`src/hdl/dshs_pkg.sv`:
```
`default_nettype none
package dshs_pkg;

  localparam int unsigned DSHS_QUEUE_DEPTH = 2;

  localparam int unsigned TEMP_W   = 18;
  localparam int unsigned FAULT_W  = 8;
  localparam int unsigned MV_W     = 13;
  localparam int unsigned WEIGHT_W = 11;
  localparam int unsigned LIMIT_W  = 17;
  localparam int unsigned SCORE_W  = 7;
  localparam int unsigned CFG_IDX_W  = 3;
  localparam int unsigned CFG_DATA_W = 17;

  localparam logic [WEIGHT_W-1:0] WEIGHT_FULL  = 11'd1024;
  localparam logic [WEIGHT_W-1:0] RST_WEIGHT   = 11'd922;
  localparam logic [LIMIT_W-1:0]  RST_DIFF     = 17'd500;
  localparam logic [LIMIT_W-1:0]  RST_JUMP     = 17'd1500;
  localparam logic [MV_W-1:0]     RST_VOLT_LO  = 13'd3130;
  localparam logic [MV_W-1:0]     RST_VOLT_HI  = 13'd3460;
  localparam logic [SCORE_W-1:0]  RST_GREEN    = 7'd90;
  localparam logic [SCORE_W-1:0]  RST_YELLOW   = 7'd60;

  localparam logic [SCORE_W-1:0]  SCORE_FULL   = 7'd100;
  localparam logic [SCORE_W-1:0]  SCORE_NONE   = 7'd0;
  localparam logic [SCORE_W-1:0]  COST_SENSOR  = 7'd40;
  localparam logic [SCORE_W-1:0]  COST_DIFF    = 7'd25;
  localparam logic [SCORE_W-1:0]  COST_JUMP    = 7'd15;
  localparam logic [SCORE_W-1:0]  COST_VOLT    = 7'd15;

  typedef enum logic [CFG_IDX_W-1:0] {
    CFG_FILTER_WEIGHT = 3'd0,
    CFG_DIFF_LIMIT    = 3'd1,
    CFG_JUMP_LIMIT    = 3'd2,
    CFG_VOLT_LOW      = 3'd3,
    CFG_VOLT_HIGH     = 3'd4,
    CFG_GREEN_FLOOR   = 3'd5,
    CFG_YELLOW_FLOOR  = 3'd6
  } cfg_idx_t;

  typedef enum logic [1:0] {
    LEVEL_GREEN  = 2'd0,
    LEVEL_YELLOW = 2'd1,
    LEVEL_RED    = 2'd2
  } level_t;

  typedef enum logic [2:0] {
    ADV_NORMAL     = 3'd0,
    ADV_BOTH_DOWN  = 3'd1,
    ADV_PROBE_DOWN = 3'd2,
    ADV_RTD_FAULT  = 3'd3,
    ADV_DIFF       = 3'd4,
    ADV_JUMP       = 3'd5,
    ADV_VOLTAGE    = 3'd6
  } advice_t;

  typedef struct packed {
    logic [WEIGHT_W-1:0] filter_weight;
    logic [LIMIT_W-1:0]  diff_limit;
    logic [LIMIT_W-1:0]  jump_limit;
    logic [MV_W-1:0]     volt_low;
    logic [MV_W-1:0]     volt_high;
    logic [SCORE_W-1:0]  green_floor;
    logic [SCORE_W-1:0]  yellow_floor;
  } cfg_t;

  // Classified sample set handed from the front to the back
  typedef struct packed {
    logic                     faulted;
    logic                     online;
    logic                     jump_hit;
    logic                     volt_bad;
    logic signed [TEMP_W-1:0] filtered;
    logic signed [TEMP_W-1:0] probe;
  } rec_t;

endpackage
`default_nettype wire

```
`src/hdl/dshs_front.sv`:
```
`default_nettype none
module dshs_front
  import dshs_pkg::*;
(
  input  wire logic                     clk,
  input  wire logic                     rst_n,
  input  wire cfg_t                     cfg,
  input  wire logic                     accept,
  input  wire logic signed [TEMP_W-1:0] rtd_temp,
  input  wire logic [FAULT_W-1:0]       rtd_fault,
  input  wire logic                     probe_online,
  input  wire logic signed [TEMP_W-1:0] probe_temp,
  input  wire logic [MV_W-1:0]          supply_mv,
  output rec_t                          rec
);

  logic                     first_r, first_nxt;
  logic signed [TEMP_W-1:0] last_r, last_nxt;

  logic                     faulted;
  logic signed [TEMP_W-1:0] prev;
  logic [WEIGHT_W-1:0]      w_sat;
  logic signed [TEMP_W:0]   delta;
  logic [TEMP_W:0]          delta_mag;
  logic signed [TEMP_W+12:0] prod;
  logic signed [TEMP_W+2:0] step_sum;
  logic signed [TEMP_W-1:0] filtered;

  always_comb begin
    faulted = (rtd_fault != '0);
    prev    = (first_r && !faulted) ? rtd_temp : last_r;
    w_sat   = (cfg.filter_weight > WEIGHT_FULL) ? WEIGHT_FULL : cfg.filter_weight;
    delta   = {rtd_temp[TEMP_W-1], rtd_temp} - {prev[TEMP_W-1], prev};
    delta_mag = delta[TEMP_W] ? (TEMP_W+1)'(-delta) : delta;
    // prev + floor(w * (raw - prev) / 1024) equals the weighted mean, floored
    prod     = $signed({1'b0, w_sat}) * delta;
    step_sum = {{3{prev[TEMP_W-1]}}, prev} + prod[TEMP_W+12:10];
    filtered = faulted ? rtd_temp : step_sum[TEMP_W-1:0];

    rec.faulted  = faulted;
    rec.online   = probe_online;
    rec.jump_hit = !faulted && (delta_mag > {2'b00, cfg.jump_limit});
    rec.volt_bad = (supply_mv < cfg.volt_low) || (supply_mv > cfg.volt_high);
    rec.filtered = filtered;
    rec.probe    = probe_temp;
  end

  always_comb begin
    first_nxt = first_r;
    last_nxt  = last_r;
    if (accept) begin
      first_nxt = 1'b0;
      if (!faulted) begin
        last_nxt = filtered;
      end
    end
  end

  always_ff @(posedge clk) begin
    if (!rst_n) begin
      first_r <= 1'b1;
      last_r  <= '0;
    end else begin
      first_r <= first_nxt;
      last_r  <= last_nxt;
    end
  end

endmodule
`default_nettype wire

```
`src/hdl/dshs_queue.sv`:
```
`default_nettype none
module dshs_queue
  import dshs_pkg::*;
#(
  parameter int unsigned DEPTH = DSHS_QUEUE_DEPTH
)(
  input  wire logic clk,
  input  wire logic rst_n,
  input  wire logic push,
  input  wire rec_t push_rec,
  output logic      full,
  input  wire logic pop,
  output logic      valid,
  output rec_t      head
);

  localparam int unsigned PTR_W = (DEPTH > 1) ? $clog2(DEPTH) : 1;
  localparam int unsigned CNT_W = $clog2(DEPTH + 1);

  rec_t             mem_r [DEPTH];
  logic [PTR_W-1:0] wr_ptr_r, wr_ptr_nxt;
  logic [PTR_W-1:0] rd_ptr_r, rd_ptr_nxt;
  logic [CNT_W-1:0] count_r, count_nxt;

  assign full  = (count_r == CNT_W'(DEPTH));
  assign valid = (count_r != '0);
  assign head  = mem_r[rd_ptr_r];

  always_comb begin
    wr_ptr_nxt = wr_ptr_r;
    rd_ptr_nxt = rd_ptr_r;
    count_nxt  = count_r;
    if (push) begin
      wr_ptr_nxt = (wr_ptr_r == PTR_W'(DEPTH - 1)) ? '0 : wr_ptr_r + 1'b1;
    end
    if (pop) begin
      rd_ptr_nxt = (rd_ptr_r == PTR_W'(DEPTH - 1)) ? '0 : rd_ptr_r + 1'b1;
    end
    if (push && !pop) begin
      count_nxt = count_r + 1'b1;
    end else if (pop && !push) begin
      count_nxt = count_r - 1'b1;
    end
  end

  always_ff @(posedge clk) begin
    if (!rst_n) begin
      wr_ptr_r <= '0;
      rd_ptr_r <= '0;
      count_r  <= '0;
    end else begin
      wr_ptr_r <= wr_ptr_nxt;
      rd_ptr_r <= rd_ptr_nxt;
      count_r  <= count_nxt;
    end
  end

  always_ff @(posedge clk) begin
    if (push) begin
      mem_r[wr_ptr_r] <= push_rec;
    end
  end

  a_count_bound: assert property (@(posedge clk) disable iff (!rst_n)
    count_r <= CNT_W'(DEPTH))
    else $error("queue count above depth");

  a_no_underflow: assert property (@(posedge clk) disable iff (!rst_n)
    pop |-> count_r != '0)
    else $error("pop from empty queue");

  a_count_step: assert property (@(posedge clk) disable iff (!rst_n)
    (push && !pop) |=> count_r == $past(count_r) + 1'b1)
    else $error("queue count did not advance on transfer in");

  a_ptr_sync: assert property (@(posedge clk) disable iff (!rst_n)
    (count_r == '0) |-> wr_ptr_r == rd_ptr_r)
    else $error("pointers differ on empty queue");

endmodule
`default_nettype wire

```
`src/hdl/dshs_back.sv`:
```
`default_nettype none
module dshs_back
  import dshs_pkg::*;
(
  input  wire logic                      clk,
  input  wire logic                      rst_n,
  input  wire cfg_t                      cfg,
  input  wire logic                      q_valid,
  input  wire rec_t                      q_head,
  output logic                           q_pop,
  output logic                           out_empty,
  input  wire logic                      out_pop,
  output logic [SCORE_W-1:0]             out_score,
  output logic [1:0]                     out_level,
  output logic [2:0]                     out_advice,
  output logic signed [TEMP_W-1:0]       out_filtered_temp
);

  logic                     valid_r, valid_nxt;
  logic [SCORE_W-1:0]       score_r;
  level_t                   level_r;
  advice_t                  advice_r;
  logic signed [TEMP_W-1:0] filt_r;

  logic [TEMP_W:0]          diff;
  logic [TEMP_W:0]          diff_mag;
  logic                     diff_hit;
  logic [SCORE_W-1:0]       score;
  advice_t                  advice;
  level_t                   level;

  assign q_pop = q_valid && (!valid_r || out_pop);

  always_comb begin
    diff     = {q_head.filtered[TEMP_W-1], q_head.filtered}
             - {q_head.probe[TEMP_W-1], q_head.probe};
    diff_mag = diff[TEMP_W] ? (TEMP_W+1)'(-diff) : diff;
    diff_hit = q_head.online && !q_head.faulted
            && (diff_mag > {2'b00, cfg.diff_limit});

    score  = SCORE_FULL;
    advice = ADV_NORMAL;
    // Penalties never exceed 70, so the score stays in range without clamping
    if (!q_head.online && q_head.faulted) begin
      score  = SCORE_NONE;
      advice = ADV_BOTH_DOWN;
    end else begin
      if (!q_head.online) begin
        score  = score - COST_SENSOR;
        advice = ADV_PROBE_DOWN;
      end
      if (q_head.faulted) begin
        score  = score - COST_SENSOR;
        advice = ADV_RTD_FAULT;
      end
      if (diff_hit) begin
        score  = score - COST_DIFF;
        advice = ADV_DIFF;
      end
      if (q_head.jump_hit) begin
        score  = score - COST_JUMP;
        advice = ADV_JUMP;
      end
      if (q_head.volt_bad) begin
        score  = score - COST_VOLT;
        advice = ADV_VOLTAGE;
      end
    end

    priority if (score >= cfg.green_floor) begin
      level = LEVEL_GREEN;
    end else if (score >= cfg.yellow_floor) begin
      level = LEVEL_YELLOW;
    end else begin
      level = LEVEL_RED;
    end
  end

  always_comb begin
    valid_nxt = valid_r;
    if (q_pop) begin
      valid_nxt = 1'b1;
    end else if (out_pop) begin
      valid_nxt = 1'b0;
    end
  end

  always_ff @(posedge clk) begin
    if (!rst_n) begin
      valid_r <= 1'b0;
    end else begin
      valid_r <= valid_nxt;
    end
  end

  always_ff @(posedge clk) begin
    if (q_pop) begin
      score_r  <= score;
      level_r  <= level;
      advice_r <= advice;
      filt_r   <= q_head.filtered;
    end
  end

  assign out_empty         = !valid_r;
  assign out_score         = score_r;
  assign out_level         = level_r;
  assign out_advice        = advice_r;
  assign out_filtered_temp = filt_r;

  a_load_shows: assert property (@(posedge clk) disable iff (!rst_n)
    q_pop |=> !out_empty)
    else $error("result register not loaded after queue transfer");

  a_hold_stall: assert property (@(posedge clk) disable iff (!rst_n)
    (!out_empty && !out_pop) |-> !q_pop)
    else $error("result overwritten while stalled");

  a_score_range: assert property (@(posedge clk) disable iff (!rst_n)
    !out_empty |-> out_score <= SCORE_FULL)
    else $error("score out of range");

endmodule
`default_nettype wire

```
`src/hdl/dual_sensor_health_scorer.sv`:
```
// Health scorer for an RTD plus a digital probe. Each sample set pushed in
// yields one result (score, green/yellow/red level, advice code, smoothed
// RTD temperature) on the output queue side, in order. A sample set is
// taken every cycle while the internal queue has room: the front smooths
// the RTD reading with one 12x19 multiply and updates the filter state in
// the same cycle, so the filter recurrence sets the one-item-per-cycle rate.
// Each result is registered first in the queue and then in the output
// register; a stalled output side fills the QUEUE_DEPTH-entry
// queue before full rises. Configuration writes are always ready and should
// be made only while no results are outstanding.
`default_nettype none
module dual_sensor_health_scorer
  import dshs_pkg::*;
#(
  parameter int unsigned QUEUE_DEPTH = DSHS_QUEUE_DEPTH
)(
  input  wire logic                      clk,
  input  wire logic                      rst_n,

  input  wire logic                      cfg_valid,
  output logic                           cfg_ready,
  input  wire logic [CFG_IDX_W-1:0]      cfg_index,
  input  wire logic [CFG_DATA_W-1:0]     cfg_data,

  input  wire logic                      in_push,
  output logic                           in_full,
  input  wire logic signed [TEMP_W-1:0]  in_rtd_temp,
  input  wire logic [FAULT_W-1:0]        in_rtd_fault,
  input  wire logic                      in_probe_online,
  input  wire logic signed [TEMP_W-1:0]  in_probe_temp,
  input  wire logic [MV_W-1:0]           in_supply_mv,

  output logic                           out_empty,
  input  wire logic                      out_pop,
  output logic [SCORE_W-1:0]             out_score,
  output logic [1:0]                     out_level,
  output logic [2:0]                     out_advice,
  output logic signed [TEMP_W-1:0]       out_filtered_temp
);

  cfg_t cfg_r, cfg_nxt;
  logic in_accept;
  rec_t front_rec;
  logic q_full;
  logic q_valid;
  logic q_pop;
  rec_t q_head;

  assign cfg_ready = 1'b1;
  assign in_full   = q_full;
  assign in_accept = in_push && !q_full;

  always_comb begin
    cfg_nxt = cfg_r;
    if (cfg_valid && cfg_ready) begin
      unique case (cfg_idx_t'(cfg_index))
        CFG_FILTER_WEIGHT: cfg_nxt.filter_weight = cfg_data[WEIGHT_W-1:0];
        CFG_DIFF_LIMIT:    cfg_nxt.diff_limit    = cfg_data[LIMIT_W-1:0];
        CFG_JUMP_LIMIT:    cfg_nxt.jump_limit    = cfg_data[LIMIT_W-1:0];
        CFG_VOLT_LOW:      cfg_nxt.volt_low      = cfg_data[MV_W-1:0];
        CFG_VOLT_HIGH:     cfg_nxt.volt_high     = cfg_data[MV_W-1:0];
        CFG_GREEN_FLOOR:   cfg_nxt.green_floor   = cfg_data[SCORE_W-1:0];
        CFG_YELLOW_FLOOR:  cfg_nxt.yellow_floor  = cfg_data[SCORE_W-1:0];
        default: ;
      endcase
    end
  end

  always_ff @(posedge clk) begin
    if (!rst_n) begin
      cfg_r.filter_weight <= RST_WEIGHT;
      cfg_r.diff_limit    <= RST_DIFF;
      cfg_r.jump_limit    <= RST_JUMP;
      cfg_r.volt_low      <= RST_VOLT_LO;
      cfg_r.volt_high     <= RST_VOLT_HI;
      cfg_r.green_floor   <= RST_GREEN;
      cfg_r.yellow_floor  <= RST_YELLOW;
    end else begin
      cfg_r <= cfg_nxt;
    end
  end

  dshs_front u_front (
    .clk          (clk),
    .rst_n        (rst_n),
    .cfg          (cfg_r),
    .accept       (in_accept),
    .rtd_temp     (in_rtd_temp),
    .rtd_fault    (in_rtd_fault),
    .probe_online (in_probe_online),
    .probe_temp   (in_probe_temp),
    .supply_mv    (in_supply_mv),
    .rec          (front_rec)
  );

  dshs_queue #(
    .DEPTH (QUEUE_DEPTH)
  ) u_queue (
    .clk      (clk),
    .rst_n    (rst_n),
    .push     (in_accept),
    .push_rec (front_rec),
    .full     (q_full),
    .pop      (q_pop),
    .valid    (q_valid),
    .head     (q_head)
  );

  dshs_back u_back (
    .clk               (clk),
    .rst_n             (rst_n),
    .cfg               (cfg_r),
    .q_valid           (q_valid),
    .q_head            (q_head),
    .q_pop             (q_pop),
    .out_empty         (out_empty),
    .out_pop           (out_pop),
    .out_score         (out_score),
    .out_level         (out_level),
    .out_advice        (out_advice),
    .out_filtered_temp (out_filtered_temp)
  );

endmodule
`default_nettype wire
```
`config.mk`:
```
export PLATFORM = sky130hd
export DESIGN_NAME = dual_sensor_health_scorer
export DESIGN_NICKNAME = d
export VERILOG_FILES = /design/src/hdl/dshs_pkg.sv /design/src/hdl/dshs_front.sv /design/src/hdl/dshs_queue.sv /design/src/hdl/dshs_back.sv /design/src/hdl/dual_sensor_health_scorer.sv
export SDC_FILE = /design/constraint.sdc
export NUM_CORES = 1
export LEC_CHECK = 0
export ABC_AREA = 1
export BUFFER_PORTS_ARGS = -buffer_cell sky130_fd_sc_hd__buf_2
export CAP_MARGIN = 5
export CORE_AREA = 4 4 216 218
export CTS_CLUSTER_SIZE = 14
export DETAILED_ROUTE_END_ITERATION = 10
export DIE_AREA = 0 0 220 222
export PLACE_DENSITY_LB_ADDON = 0.25
export SLEW_MARGIN = 15
export SYNTH_ARGS = -nofsm -noshare
export SYNTH_HDL_FRONTEND = slang
export SYNTH_SLANG_ARGS = --single-unit
```
`constraint.sdc`:
```
create_clock -name clk -period 14.27 [get_ports clk]
set_clock_uncertainty 0.1 [all_clocks]
set_input_delay 2.854 -clock clk [delete_from_list [all_inputs] [get_ports clk]]
set_output_delay 2.854 -clock clk [all_outputs]
set_load 0.05 [all_outputs]
```
* Yosys cells after proc, flatten, opt, wreduce, memory -nomap -nowiden
Memory sizes are Yosys's and may differ from the RTL's. A register that Yosys moved wholly into a read port is not among the register bits. Index checks and enable logic that the tools add are counted.
Word-level totals: register bits after elaboration 139, RAM bits 80, output and inout bits 33, memories kept 1
Memory list:
- u_queue.mem_r | depth 2, width 40, rd ports 1, clocked after Yosys merged registers in 1, wr ports 1, RTL line dshs_queue.sv:20 | rec_t mem_r [DEPTH];
Cells by class: add/subtract/negate cells 13, multipliers 1, order comparisons 7, eq/ne operators 7, multiplexer cells 31, bitwise operators 1, reduce and logical (&&, ||, !) cells 31
Operator list (count):
- 2-to-1 mux 7 bit | 10
- > comparator 19 x 17 -> 1 bit | 2
- 2-to-1 mux 19 bit | 2
- negation 19 bit | 2
- subtractor 18 x 18 -> 19 bit | 2
- 2-to-1 mux 18 bit | 2
- multiplier 12 x 19 -> 28 bit | 1
- adder 18 bit | 1
- AND reduction 2 bit | 8
- greater-or-equal comparator 7 bit | 2
- subtractor 7 x 4 -> 7 bit (second input constant) | 2
- > comparator 13 bit | 1
- < comparator 13 bit | 1
- > comparator 11 bit (second input constant) | 1
- 2-to-1 mux 11 bit | 1
- 2-to-1 mux 2 bit | 5
- equality test 3 bit (second input constant) | 3
- logical AND 1 bit | 9
- 2-to-1 mux 3 bit | 3
- 2-to-1 mux 1 bit | 8
- nonzero test 8 bit | 1
- zero test 1 bit | 7
- subtractor 7 x 5 -> 7 bit (second input constant) | 1
- subtractor 7 x 6 -> 7 bit (second input constant) | 1
- 10 further kinds | 15

* Logic depth before layout (Yosys ltp)
word-level depth 17, depth in mapped cells 58

* Modules after synthesis
Synthesis repeated with hierarchy kept, for this count alone.
Unflattened totals: cells, all modules 2968, area, all modules 22238.8 µm²
By module, submodules not included:
- dshs_front | times used 1, cells an instance 1787, area each 11981.5 µm², sequential area each 380.4 µm²
- dshs_back | times used 1, cells an instance 564, area each 3861.2 µm², sequential area each 920.9 µm²
- dual_sensor_health_scorer | times used 1, cells an instance 458, area each 3270.6 µm², sequential area each 1701.6 µm²
- dshs_queue | times used 1, cells an instance 159, area each 3125.5 µm², sequential area each 2502.4 µm²

* Worst setup path before layout
No wires, ideal clock.
path type input to register, start in in_rtd_fault[7], end mem u_queue.mem_r[0][34] (netlist name), data pin, setup time 0.256 ns, data arrival time 10.872 ns, data required time 13.914 ns, slack 3.042 ns, stages 51, path buffers 3, cells stage by stage nor2_1 -> nand2_1 -> nor2_4 -> nand2_4 -> buf_6 -> clkbuf_1 -> clkbuf_1 -> o21ai_0 -> ha_1 -> inv_1 -> ha_1 -> inv_1 -> nand2_1 -> nand3_1 -> nand2_2 -> nand2_1 -> nand3_1 -> nand2_1 -> [15 not listed] -> nand2_1 -> nand2_1 -> a21oi_1 -> inv_1 -> nand3_1 -> o21ai_1 -> nand3_1 -> nand2_1 -> xor2_1 -> ha_1 -> nand2_1 -> nor2_1 -> a2111oi_0 -> nand2_1 -> nand2_1 -> nand2_1 -> nand2_1 -> nand2_1
RTL lines:
- start, declared | RTL line dual_sensor_health_scorer.sv:28 | input wire logic [FAULT_W-1:0] in_rtd_fault,
- end, declared | RTL line dshs_queue.sv:20

==> impl_metrics.toml <==
[status]
status = "finished clean"

[floorplanning]
die_w_um = 220
initial_core_util_pct = 47.3
die_area_sq_um = 48800
core-area_sq_um = 44900
io_pins = 116
rows = 78
dieHeight_um = 222

[clocking]
postCtsSetupBuffers = 0
cts_tree = "yes"
htreeDepth = 1
root_buffer = "clkbuf_16"
cts_max_path_buffers = 3
cts_sinks = 220
path_clk_slew_ns = 0.07
insertion_delay_ns = 0.52
cts_inserted_buffers = 21
hold_buffers = 0
cts_resized = 0

[worst_hold_path]
hold_path.class = "reg2reg"

[sta]
slew_viol_final = 0
worstMarginPinSlew_ns = 1.12
setup_tns_ns = 0
hold_viol_final = 0
fin_crit_ns = 12.96
clock.fmax_ghz = 0.0771
setup_viol = 0
finalCritPeriodShare_pct = 90.8
rsz0062_at_grt = "no"
slew_headroom_pct = 25.3

[synthesis]
synthCells = 2783
synth_edf_count = 110
synth.most_common_cell = "nand2_1"
yosys-top-cells-count = "nand2_1 (647), inv_1 (553), nor2_1 (229)"
ys_ff_latch = 220
synthesis.nets = 3227
netlist_area_sq_um = 21200
synthArstFlopShare_pct = 0
ys_seq_area_share_pct = 25.9
yosysTopAreaCellShare_pct = 16.4
yosysWarnings = 0
syn_avg_cell_area_sq_um = 7.63
yosysTopAreaCell = "fa_1"
synth.distinct_cells = 57
synth_flop_cell = "edfxtp_1"
yosys-top-cells-area = "fa_1 (16%), edfxtp_1 (16%), nand2_1 (11%)"

[critical_path]
critical_path_required_ns = 14.43
start_kind = "primary input"
cp_slowest_cell = "a2111oi_0"
critPathCaptureType = "flip-flop"
worst_path_largest_cell_delay_ns = 0.60
cp_max_fo = 43
setup.worst_path.class = "in2reg"
cpMostUsedCell = "nand2_1"
cp.arrival_ns = 13.12

[place]
port_buffers = 114
place_hpwl_um = 49700
globalplace.congestion = 0.957

[route]
drt-initial-drc-count = 1036
wl_um = 60300
ant_nets = 0
drcViolationCount = 0
drt_pass1_iterations = 6
drt-vias-per-instance = 5.21
vias = 18185
wl_per_cell_um = 17.3

[layout]
drive_gt1_share_pct = 7.20
nets = 3317
areaGrowthSynthToFinish_pct = 8.62
utilization_pct = 51.4

[global_routing]
grt_max_degree = 90
first_global_vias = 18417
grt.total_usage_pct = 24.9
overflow = 0
grt_pass1_wl_um = 97400
antenna_found_initial = 2

[flow_run]
cap_violations = 0
-- routing by layer --
layer / track usage (%) / vias to the layer above / share of wire (%)
li1: - / 8952 / -
met1: 32.6 / 8695 / 43
met2: 44.1 / 443 / 50
met3: 1.85 / 93 / 4.5
met4: 6.75 / 2 / 2.8
met5: 0 / - / 0.017
-- through the flow --
stage | setup slack (ns) | instance area [sq um] | cells | hold slack (ns)
after floorplan | 3.04 | 21200 | 2783 | 0.325
after global placement | 0.972 | 22400 | 3450 | 0.331
final | 1.31 | 23100 | 3489 | 0.363
after CTS | 1.38 | 23100 | 3488 | 0.362
after global routing | 0.471 | 23100 | 3488 | 0.388
after detailed placement | 0.852 | 22400 | 3450 | 0.351
-- flip-flops by register name (all words and copies together) (netlist names), named ones only --
register,cells
cfg_r,85
u_queue.mem_r,80
u_back.out_filtered_temp,18
u_front.last_r,18
u_back.out_score,7
u_back.out_advice,3
u_back.out_level,2
u_queue.count_r,2
u_back.valid_r,1
u_front.first_r,1
u_queue.rd_ptr_r,1
u_queue.wr_ptr_r,1
-- placed cells by master (no fill, tap or decap), types with 109 or more instances in the layout --
cell type	Yosys	layout
nand2_1	647	647
ha_1	187	187
fa_1	174	174
a21oi_1	159	158
nand3_1	110	110
edfxtp_1	110	110
inv_1	553	553
buf_2	4	114
dfxtp_1	110	109
nor2_1	229	227
o21ai_0	153	153
-- logic make-up after synthesis --
group,Yosys count,share of synthesized area [%]
compound gates,389,10.0
mux,17,0.801
other cells,1,0.0177
simple gates,1099,21.8
xor+xnor,65,2.80
buf+inv,631,11.2
fa+ha+maj,361,27.4
flops,220,25.9
-- critical path: cells and delay by family --
kind | cells | cell delay, ns
compound gates | 11 | 2.88
xor+xnor | 1 | 0.18
fa+ha+maj | 8 | 3.60
buf+inv | 8 | 0.99
simple gates | 17 | 2.56
-- final timing paths --
path | startpoint | endpoint | slack [ns] | depth (start not counted)
setup / recovery | in_rtd_fault[2] | u_queue.mem_r[0][34] | 1.31 | 45
hold / removal | cfg_r[33] | cfg_r[33] | 0.36 | 2
setup reg to reg | u_front.first_r | u_queue.mem_r[0][34] | 4.30 | 41
hold reg to reg | cfg_r[33] | cfg_r[33] | 0.36 | 2
-- cell type report --
class | count | area (sq um)
Multi-Input combinational cell | 1932 | 13400
Antenna cell | 1 | 2.50
Timing Repair Buffer | 126 | 661
Fill cell | 4496 | 21800
Inverter | 572 | 2150
Sequential cell | 220 | 5510
Tap cell | 600 | 751
Clock buffer | 30 | 579
Clock inverter | 8 | 47.5
Power is not shown: default switching activity piles up to over one toggle a cycle in this logic, so the estimate is an artifact.
